**src/rtl/core/sha256_pkg.sv**
```systemverilog
// sha-256 package: round constants, initial hash, sequencer states and helpers
`default_nettype none
package sha256_pkg;

  localparam int unsigned BlockBytes = 64;
  localparam int unsigned Rounds     = 64;
  localparam int unsigned CountW     = 61;

  typedef enum logic [2:0] {
    StIdle,
    StRound,
    StFold,
    StPadFill,
    StEmit
  } state_e;

  typedef logic [31:0] word_t;

  function automatic word_t round_k(input logic [5:0] t);
    word_t k;
    case (t)
      6'd0: k = 32'h428a2f98;  6'd1: k = 32'h71374491;  6'd2: k = 32'hb5c0fbcf;
      6'd3: k = 32'he9b5dba5;  6'd4: k = 32'h3956c25b;  6'd5: k = 32'h59f111f1;
      6'd6: k = 32'h923f82a4;  6'd7: k = 32'hab1c5ed5;  6'd8: k = 32'hd807aa98;
      6'd9: k = 32'h12835b01;  6'd10: k = 32'h243185be; 6'd11: k = 32'h550c7dc3;
      6'd12: k = 32'h72be5d74; 6'd13: k = 32'h80deb1fe; 6'd14: k = 32'h9bdc06a7;
      6'd15: k = 32'hc19bf174; 6'd16: k = 32'he49b69c1; 6'd17: k = 32'hefbe4786;
      6'd18: k = 32'h0fc19dc6; 6'd19: k = 32'h240ca1cc; 6'd20: k = 32'h2de92c6f;
      6'd21: k = 32'h4a7484aa; 6'd22: k = 32'h5cb0a9dc; 6'd23: k = 32'h76f988da;
      6'd24: k = 32'h983e5152; 6'd25: k = 32'ha831c66d; 6'd26: k = 32'hb00327c8;
      6'd27: k = 32'hbf597fc7; 6'd28: k = 32'hc6e00bf3; 6'd29: k = 32'hd5a79147;
      6'd30: k = 32'h06ca6351; 6'd31: k = 32'h14292967; 6'd32: k = 32'h27b70a85;
      6'd33: k = 32'h2e1b2138; 6'd34: k = 32'h4d2c6dfc; 6'd35: k = 32'h53380d13;
      6'd36: k = 32'h650a7354; 6'd37: k = 32'h766a0abb; 6'd38: k = 32'h81c2c92e;
      6'd39: k = 32'h92722c85; 6'd40: k = 32'ha2bfe8a1; 6'd41: k = 32'ha81a664b;
      6'd42: k = 32'hc24b8b70; 6'd43: k = 32'hc76c51a3; 6'd44: k = 32'hd192e819;
      6'd45: k = 32'hd6990624; 6'd46: k = 32'hf40e3585; 6'd47: k = 32'h106aa070;
      6'd48: k = 32'h19a4c116; 6'd49: k = 32'h1e376c08; 6'd50: k = 32'h2748774c;
      6'd51: k = 32'h34b0bcb5; 6'd52: k = 32'h391c0cb3; 6'd53: k = 32'h4ed8aa4a;
      6'd54: k = 32'h5b9cca4f; 6'd55: k = 32'h682e6ff3; 6'd56: k = 32'h748f82ee;
      6'd57: k = 32'h78a5636f; 6'd58: k = 32'h84c87814; 6'd59: k = 32'h8cc70208;
      6'd60: k = 32'h90befffa; 6'd61: k = 32'ha4506ceb; 6'd62: k = 32'hbef9a3f7;
      default: k = 32'hc67178f2;
    endcase
    return k;
  endfunction

  function automatic word_t init_hash(input logic [2:0] i);
    word_t h;
    case (i)
      3'd0: h = 32'h6a09e667; 3'd1: h = 32'hbb67ae85;
      3'd2: h = 32'h3c6ef372; 3'd3: h = 32'ha54ff53a;
      3'd4: h = 32'h510e527f; 3'd5: h = 32'h9b05688c;
      3'd6: h = 32'h1f83d9ab; default: h = 32'h5be0cd19;
    endcase
    return h;
  endfunction

  function automatic word_t rotr(input word_t x, input int unsigned n);
    return (x >> n) | (x << (32 - n));
  endfunction

endpackage
`default_nettype wire

```
**src/rtl/core/sha256_round.sv**
```systemverilog
// sha-256 round unit: one compression round on a given schedule word
`default_nettype none
module sha256_round (
  input  var sha256_pkg::word_t       vars_i [8],
  input  var sha256_pkg::word_t       w_i,
  input  var logic [5:0]              t_i,
  output var sha256_pkg::word_t       vars_o [8]
);
  sha256_pkg::word_t s1, ch, t1, s0, maj;
  always_comb begin
    s1 = sha256_pkg::rotr(vars_i[4], 6) ^ sha256_pkg::rotr(vars_i[4], 11)
       ^ sha256_pkg::rotr(vars_i[4], 25);
    ch = (vars_i[4] & vars_i[5]) ^ (~vars_i[4] & vars_i[6]);
    t1 = vars_i[7] + s1 + ch + sha256_pkg::round_k(t_i) + w_i;
    s0 = sha256_pkg::rotr(vars_i[0], 2) ^ sha256_pkg::rotr(vars_i[0], 13)
       ^ sha256_pkg::rotr(vars_i[0], 22);
    maj = (vars_i[0] & vars_i[1]) ^ (vars_i[0] & vars_i[2]) ^ (vars_i[1] & vars_i[2]);
    vars_o[7] = vars_i[6];
    vars_o[6] = vars_i[5];
    vars_o[5] = vars_i[4];
    vars_o[4] = vars_i[3] + t1;
    vars_o[3] = vars_i[2];
    vars_o[2] = vars_i[1];
    vars_o[1] = vars_i[0];
    vars_o[0] = t1 + s0 + maj;
  end
endmodule
`default_nettype wire

```
**src/rtl/core/sha256_stream_hasher.sv**
```systemverilog
// sha-256 streaming hasher top level
//
//  channel | dir | signals                                       | accepted when
//  input   | in  | message_byte_i has_byte_i end_of_message_i    | in_valid_i & !in_stall_o
//  output  | out | digest_word_o word_index_o last_word_o        | out_valid_o & !out_stall_i
//
// a byte item that does not fill the block is written into the schedule words and the hasher stays idle
// a full block is compressed in 64 rounds on the single round unit, then folded into the hash
// an end item pads the rest of the block one byte a cycle, then each padded block is compressed
// one or two padded blocks are compressed before the eight output items
// reset loads the initial hash and clears the byte count; the block words are not cleared
// out_stall_i holds the current digest word; no input item is taken until all eight are out
`default_nettype none
module sha256_stream_hasher (
  input  var logic        clk_i,
  input  var logic        rst_ni,
  input  var logic        in_valid_i,
  output var logic        in_stall_o,
  input  var logic [7:0]  message_byte_i,
  input  var logic        has_byte_i,
  input  var logic        end_of_message_i,
  output var logic        out_valid_o,
  input  var logic        out_stall_i,
  output var logic [31:0] digest_word_o,
  output var logic [2:0]  word_index_o,
  output var logic        last_word_o
);
  sha256_pkg::state_e state_q, state_d;
  sha256_pkg::word_t hash_q [8];
  sha256_pkg::word_t vars_q [8];
  sha256_pkg::word_t vars_n [8];
  sha256_pkg::word_t sched_q [16];
  logic [sha256_pkg::CountW-1:0] count_q;
  logic [5:0] t_q;
  logic [5:0] fill_q;
  logic [2:0] widx_q;
  logic fin_q, second_q, len_q;
  sha256_pkg::word_t w, a15, a2, g0, g1;
  logic [63:0] bits;
  logic acc;
  logic pad_here, len_ok, pad_done_q;
  logic [7:0] pad_byte;

  assign in_stall_o = (state_q != sha256_pkg::StIdle);
  assign acc = in_valid_i && !in_stall_o;
  assign bits = {count_q, 3'b000};

  // block bytes are packed big-endian into the schedule words
  always_comb begin
    a15 = sched_q[4'(t_q - 6'd15)];
    a2  = sched_q[4'(t_q - 6'd2)];
    g0 = sha256_pkg::rotr(a15, 7) ^ sha256_pkg::rotr(a15, 18) ^ (a15 >> 3);
    g1 = sha256_pkg::rotr(a2, 17) ^ sha256_pkg::rotr(a2, 19) ^ (a2 >> 10);
    if (t_q < 6'd16) begin
      w = sched_q[t_q[3:0]];
    end else begin
      w = sched_q[t_q[3:0]] + g0 + sched_q[4'(t_q - 6'd7)] + g1;
    end
  end

  sha256_round u_round (
    .vars_i (vars_q),
    .w_i    (w),
    .t_i    (t_q),
    .vars_o (vars_n)
  );

  always_comb begin
    state_d = state_q;
    case (state_q)
      sha256_pkg::StIdle: begin
        if (acc) begin
          if (has_byte_i && count_q[5:0] == 6'd63) state_d = sha256_pkg::StRound;
          else if (end_of_message_i) state_d = sha256_pkg::StPadFill;
        end
      end
      sha256_pkg::StRound: if (t_q == 6'd63) state_d = sha256_pkg::StFold;
      sha256_pkg::StFold: begin
        if (!fin_q) state_d = sha256_pkg::StIdle;
        else if (second_q) state_d = sha256_pkg::StEmit;
        else state_d = sha256_pkg::StPadFill;
      end
      sha256_pkg::StPadFill: if (fill_q == 6'd63) state_d = sha256_pkg::StRound;
      sha256_pkg::StEmit: begin
        if (!out_stall_i && widx_q == 3'd7) state_d = sha256_pkg::StIdle;
      end
      default: state_d = sha256_pkg::StIdle;
    endcase
  end

  always_ff @(posedge clk_i or negedge rst_ni) begin
    if (!rst_ni) begin
      state_q <= sha256_pkg::StIdle;
      count_q <= '0;
      t_q <= '0;
      fill_q <= '0;
      widx_q <= '0;
      fin_q <= 1'b0;
      second_q <= 1'b0;
      len_q <= 1'b0;
      for (int i = 0; i < 8; i++) hash_q[i] <= sha256_pkg::init_hash(3'(i));
    end else begin
      state_q <= state_d;
      case (state_q)
        sha256_pkg::StIdle: begin
          if (acc) begin
            fin_q <= end_of_message_i;
            second_q <= 1'b0;
            len_q <= 1'b0;
            t_q <= '0;
            if (has_byte_i) begin
              count_q <= count_q + 1'b1;
              fill_q <= count_q[5:0] + 6'd1;
            end else begin
              fill_q <= count_q[5:0];
            end
          end
        end
        sha256_pkg::StRound: t_q <= t_q + 6'd1;
        sha256_pkg::StFold: begin
          for (int i = 0; i < 8; i++) hash_q[i] <= hash_q[i] + vars_q[i];
          fill_q <= '0;
          widx_q <= '0;
          len_q <= pad_done_q;
        end
        sha256_pkg::StPadFill: begin
          fill_q <= fill_q + 6'd1;
          t_q <= '0;
          if (fill_q == 6'd63 && len_ok) second_q <= 1'b1;
        end
        sha256_pkg::StEmit: begin
          if (!out_stall_i) begin
            widx_q <= widx_q + 3'd1;
            if (widx_q == 3'd7) begin
              for (int i = 0; i < 8; i++) hash_q[i] <= sha256_pkg::init_hash(3'(i));
              count_q <= '0;
            end
          end
        end
        default: ;
      endcase
    end
  end

  // length goes into this pass unless the pad spills into a second block
  always_comb begin
    pad_here = (fill_q == count_q[5:0]) && !pad_done_q;
    len_ok = (count_q[5:0] < 6'd56) || len_q;
    if (pad_here) pad_byte = 8'h80;
    else if (fill_q >= 6'd56 && len_ok)
      pad_byte = bits[8*(6'd63 - fill_q) +: 8];
    else pad_byte = 8'h00;
  end

  always_ff @(posedge clk_i or negedge rst_ni) begin
    if (!rst_ni) pad_done_q <= 1'b0;
    else if (acc) pad_done_q <= 1'b0;
    else if (state_q == sha256_pkg::StPadFill && pad_here) pad_done_q <= 1'b1;
  end

  always_ff @(posedge clk_i) begin
    if (acc && has_byte_i)
      sched_q[count_q[5:2]][{~count_q[1:0], 3'b000} +: 8] <= message_byte_i;
    if (state_q == sha256_pkg::StPadFill)
      sched_q[fill_q[5:2]][{~fill_q[1:0], 3'b000} +: 8] <= pad_byte;
    if (state_q == sha256_pkg::StRound) begin
      sched_q[t_q[3:0]] <= w;
      vars_q <= vars_n;
    end
    if (state_q == sha256_pkg::StPadFill && fill_q == 6'd63) vars_q <= hash_q;
    if (state_q == sha256_pkg::StIdle && acc) vars_q <= hash_q;
  end

  assign out_valid_o = (state_q == sha256_pkg::StEmit);
  assign digest_word_o = hash_q[widx_q];
  assign word_index_o = widx_q;
  assign last_word_o = (widx_q == 3'd7);
endmodule
`default_nettype wire

```
**config.mk**
```make
export PLATFORM = sky130hd
export DESIGN_NAME = sha256_stream_hasher
export DESIGN_NICKNAME = d
export VERILOG_FILES = /design/src/rtl/core/sha256_pkg.sv /design/src/rtl/core/sha256_round.sv /design/src/rtl/core/sha256_stream_hasher.sv
export SDC_FILE = /design/constraint.sdc
export NUM_CORES = 2
export LEC_CHECK = 0
export ABC_CLOCK_PERIOD_IN_PS = 13330
export BUFFER_PORTS_ARGS = -buffer_cell sky130_fd_sc_hd__buf_2
export CAP_MARGIN = 20
export CELL_PAD_IN_SITES_DETAIL_PLACEMENT = 1
export CELL_PAD_IN_SITES_GLOBAL_PLACEMENT = 1
export CORE_MARGIN = 2
export CORE_UTILIZATION = 49
export DETAILED_ROUTE_END_ITERATION = 8
export PLACE_DENSITY_LB_ADDON = 0.1
export SYNTH_ARGS = -nofsm -noshare
export SYNTH_HDL_FRONTEND = slang
export SYNTH_HIERARCHICAL = 1
export SYNTH_SLANG_ARGS = --single-unit
```
**constraint.sdc**
```tcl
create_clock -name clk_i -period 13.33 [get_ports clk_i]
set_input_delay 0.6665 -clock clk_i [delete_from_list [all_inputs] [get_ports clk_i]]
set_output_delay 0.6665 -clock clk_i [all_outputs]
set_load 0.02 [all_outputs]
```
==> results.md <==
* Finish-stage setup viols at 0
* RSZ-0062 raised after global routing: false
* Syn avg cell area at 11.7 um^2
* Fmax at 78.4 MHz
* Worst skew pair latency at roughly 800 ps
* Grt ovf at 0
* WS Path Type: flip-flop to flip-flop
* Sequential fraction of the synthesis area at 0.374
* Post-synth EDFFs at 768
* DRC violations left at 0
* Mux share of post-synthesis cell area at 0.204
* CP max-delay cell: dfrtp_4
* Met3 Usage GRT at 0.0598
* Die width at 420 um
* Post-Synth Simple-Gate Area at 0.0811
* Top_reg_cell synth: edfxtp_1
* Worst EP arrival at 13,290 ps
* Compound-Gate Fraction of Synth Area at 0.117
* Number of global-route vias before repair at 64,421
* Largest net degree at the start of global routing at roughly 150
* Seq cells post-synth at 1,107
* Detail-routed net length per standard cell at around 33 um
* FP Rows at 152
* Routed wire length at 311,000 um
* Hpwl dp at 231,000 um
* CTS tree: done
* Iter 0 DRT Violations at roughly 6,700
* Global-route wire length before repair at 454,000 um
* CP startpoint kind: flip-flop
* Die area at 176,000 um^2
* Die Y at about 420 um
* Synth Cell Area at 84,800 um^2
* GRT Total Usage at 0.352
* Top cell by count, worst path: fa_1
* # H-tree levels at 4
* Antenna Nets Post-Route at 0
* Worst Max-Slew Pin Slew at 1250 ps
* Final hold slack at between 100 and 150 ps
* Clock Root Buffer: clkbuf_16
* Layout Skew at 38.9 ps
* Initial antenna violation count at 5
* Final hold vios at 0
* Share of cells above drive strength 1 at 0.223
* # IOs at 52
* Adder and majority gate portion of the synthesized area at 0.110
* Synth area leader: edfxtp_1
* Most used routing layer: met2
* Synth warn at 6
* Worst Setup End Kind: flip-flop
* Post-synth ARST share at 0.306
* Pre-Repair DR Iteration Count at 5
* CTS Buf Count at 135
* Type of the most critical hold path: input port to flip-flop
* Area share of the leading cell type in the synthesized netlist at 0.272
* Max clock buf depth at 3
* Core area at approximately 170,000 um^2
* Synth Instances at 7,259
* XOR/XNOR share of the synthesized area at 0.0654
* Relative slew slack at 0.154
* Setup TNS at 0 ps
* I/O Buffers at between 50 and 60
* Met2 usage at 0.561
* CP Data Required Time at 13,870 ps
* GPL Wtd Cong at 0.970
* Final min period at 12,750 ps
* CP max stage delay at 620 ps
* CP Max Fanout at 15
* Main area contributors after synthesis: edfxtp_1, mux4_2, dfrtp_1, ha_1, fa_1
* Unique cell type count in the Yosys netlist at 108
* Initial Util at 0.494
* Clock sinks at 1,107
* Run status: completed
* Vias per cell at about 6.6
* Slew Limit Fails at 0
* DR vias at 63,112
* Layout net count at 7,725
* Met1 global-route usage at 0.466
* Largest family of logic cells by synthesized area: multiplexers
* # Max-Cap Violations at 0
* Layout area overhead at 8.21%
* Reg clk slew, reported paths at 70 ps
* Syn Nets at 7,874
* Crit share post-route at 0.957
## registers in the layout (all words and copies together), names as in the netlist, 3 cells and up
signal and cells:
hash_q 256, t_q 6, vars_q 256, sched_q 512, count_q 61, word_index_o 3
fill_q 6, state_q 3
## cells by family (layout without fill, tap and decap cells)
logic type | after synthesis | after routing
AO/OA/AOI/OAI | 1572 | 1572
XOR/XNOR | 633 | 633
adder cells (fa/ha/maj) | 632 | 632
buffers and inverters | 879 | 835
flip-flops | 1107 | 1107
multiplexers | 948 | 948
other | 0 | 1
AND/OR/NAND/NOR | 1488 | 1488
## synth_stat cells, types with 14 or more instances
library cell,count
edfxtp_1,768
mux4_2,593
nor2_1,507
a21oi_1,486
nand2_1,431
ha_1,406
xnor2_1,404
inv_1,336
o21ai_0,325
mux2_2,319
xor2_1,228
clkbuf_1,212
dfrtp_1,203
buf_4,202
fa_1,195
a21o_1,181
dfstp_2,136
nand3_1,99
nor3_1,88
buf_1,78
nand2b_1,73
o21a_1,64
nor2b_1,60
o21ai_1,57
and3_1,56
a31oi_1,54
buf_2,48
a211oi_1,42
o211ai_1,37
mux2i_1,36
o21bai_1,36
maj3_1,31
or3_1,30
nand4_1,29
o31ai_1,26
and2_1,25
a32oi_1,23
a221oi_1,22
o22ai_1,21
o22a_1,19
or2_2,19
and4_1,15
a22o_1,14
## final timing paths
kind | from | endpoint | slack [ps] | cells past startpoint
setup reg to reg | t_q[0]$_DFFE_PN0P_ | vars_q[253]$_DFFE_PP_ | 580 | 45
max in group asynchronous | rst_ni | hash_q[89]$_DFFE_PN1P_ | 10730 | 4
min in group asynchronous | rst_ni | count_q[47]$_DFFE_PN0P_ | 570 | 2
hold reg to reg | hash_q[191]$_DFFE_PN0P_ | hash_q[191]$_DFFE_PN0P_ | 520 | 1
hold / removal | end_of_message_i | fin_q$_DFFE_PN0P_ | 100 | 3
setup / recovery | t_q[0]$_DFFE_PN0P_ | vars_q[253]$_DFFE_PP_ | 580 | 45
## placed cells by master, fill, tap and decap left out, types with 52 or more instances in the layout
master     instances
nand2_1          430
o21ai_1           60
fa_1             195
a31oi_1           52
edfxtp_1         768
clkbuf_16        141
nor3_1            87
and3_1            55
nand2b_1          72
xnor2_1          403
buf_4            154
a21oi_1          486
o21ai_0          319
dfrtp_1          194
inv_1            336
nand3_1           99
a21o_1           181
xor2_1           225
mux4_2           593
nor2b_1           60
o21a_1            64
ha_1             404
dfstp_2          136
nor2_1           504
mux2_2           319
## area by class of cell
class,instances,area [um^2]
clock inverters,79,843
fillers,17489,79900
well taps,2310,2890
inverters,337,1260
flip-flops and latches,1107,31700
clock buffers,163,3600
repair buffers,256,2260
diodes,1,2.50
multi-input cells,5273,49200
## metal layers
metal,share of wire,up-vias
li1,-,26814
met1,0.40,33009
met2,0.47,2635
met3,0.069,648
met4,0.058,6
met5,0.00011,-
## worst max-delay path, delay by kind of cell, from the launching register on
kind | cells | cell delay [ps]
AND/OR/NAND/NOR | 3 | 480
adder cells (fa/ha/maj) | 10 | 4410
multiplexers | 3 | 1190
buffers and inverters | 7 | 1110
XOR/XNOR | 4 | 690
flip-flops | 1 | 620
AO/OA/AOI/OAI | 18 | 3940
## stage by stage
stage	util	area, um^2	instances	worst slack, ps
2_1_floorplan	-	84800	7259	308
3_3_place_gp	0.505	86800	9242	669
6_report	0.535	91800	9526	578
3_5_place_dp	0.506	86900	9252	450
5_1_grt	0.535	91800	9526	27.0
4_1_cts	0.532	91300	9495	399
## repair_timing
action,in CTS,in global routing
endpoints found under the hold margin,88,0
hold buffers,1,0
buffers inserted,0,9
gates resized for setup,0,17
setup endpoints to repair,0,5
Power is left out: the tool's default activity adds up to more than one toggle a clock period on the data nets, which glitch-free logic cannot reach.
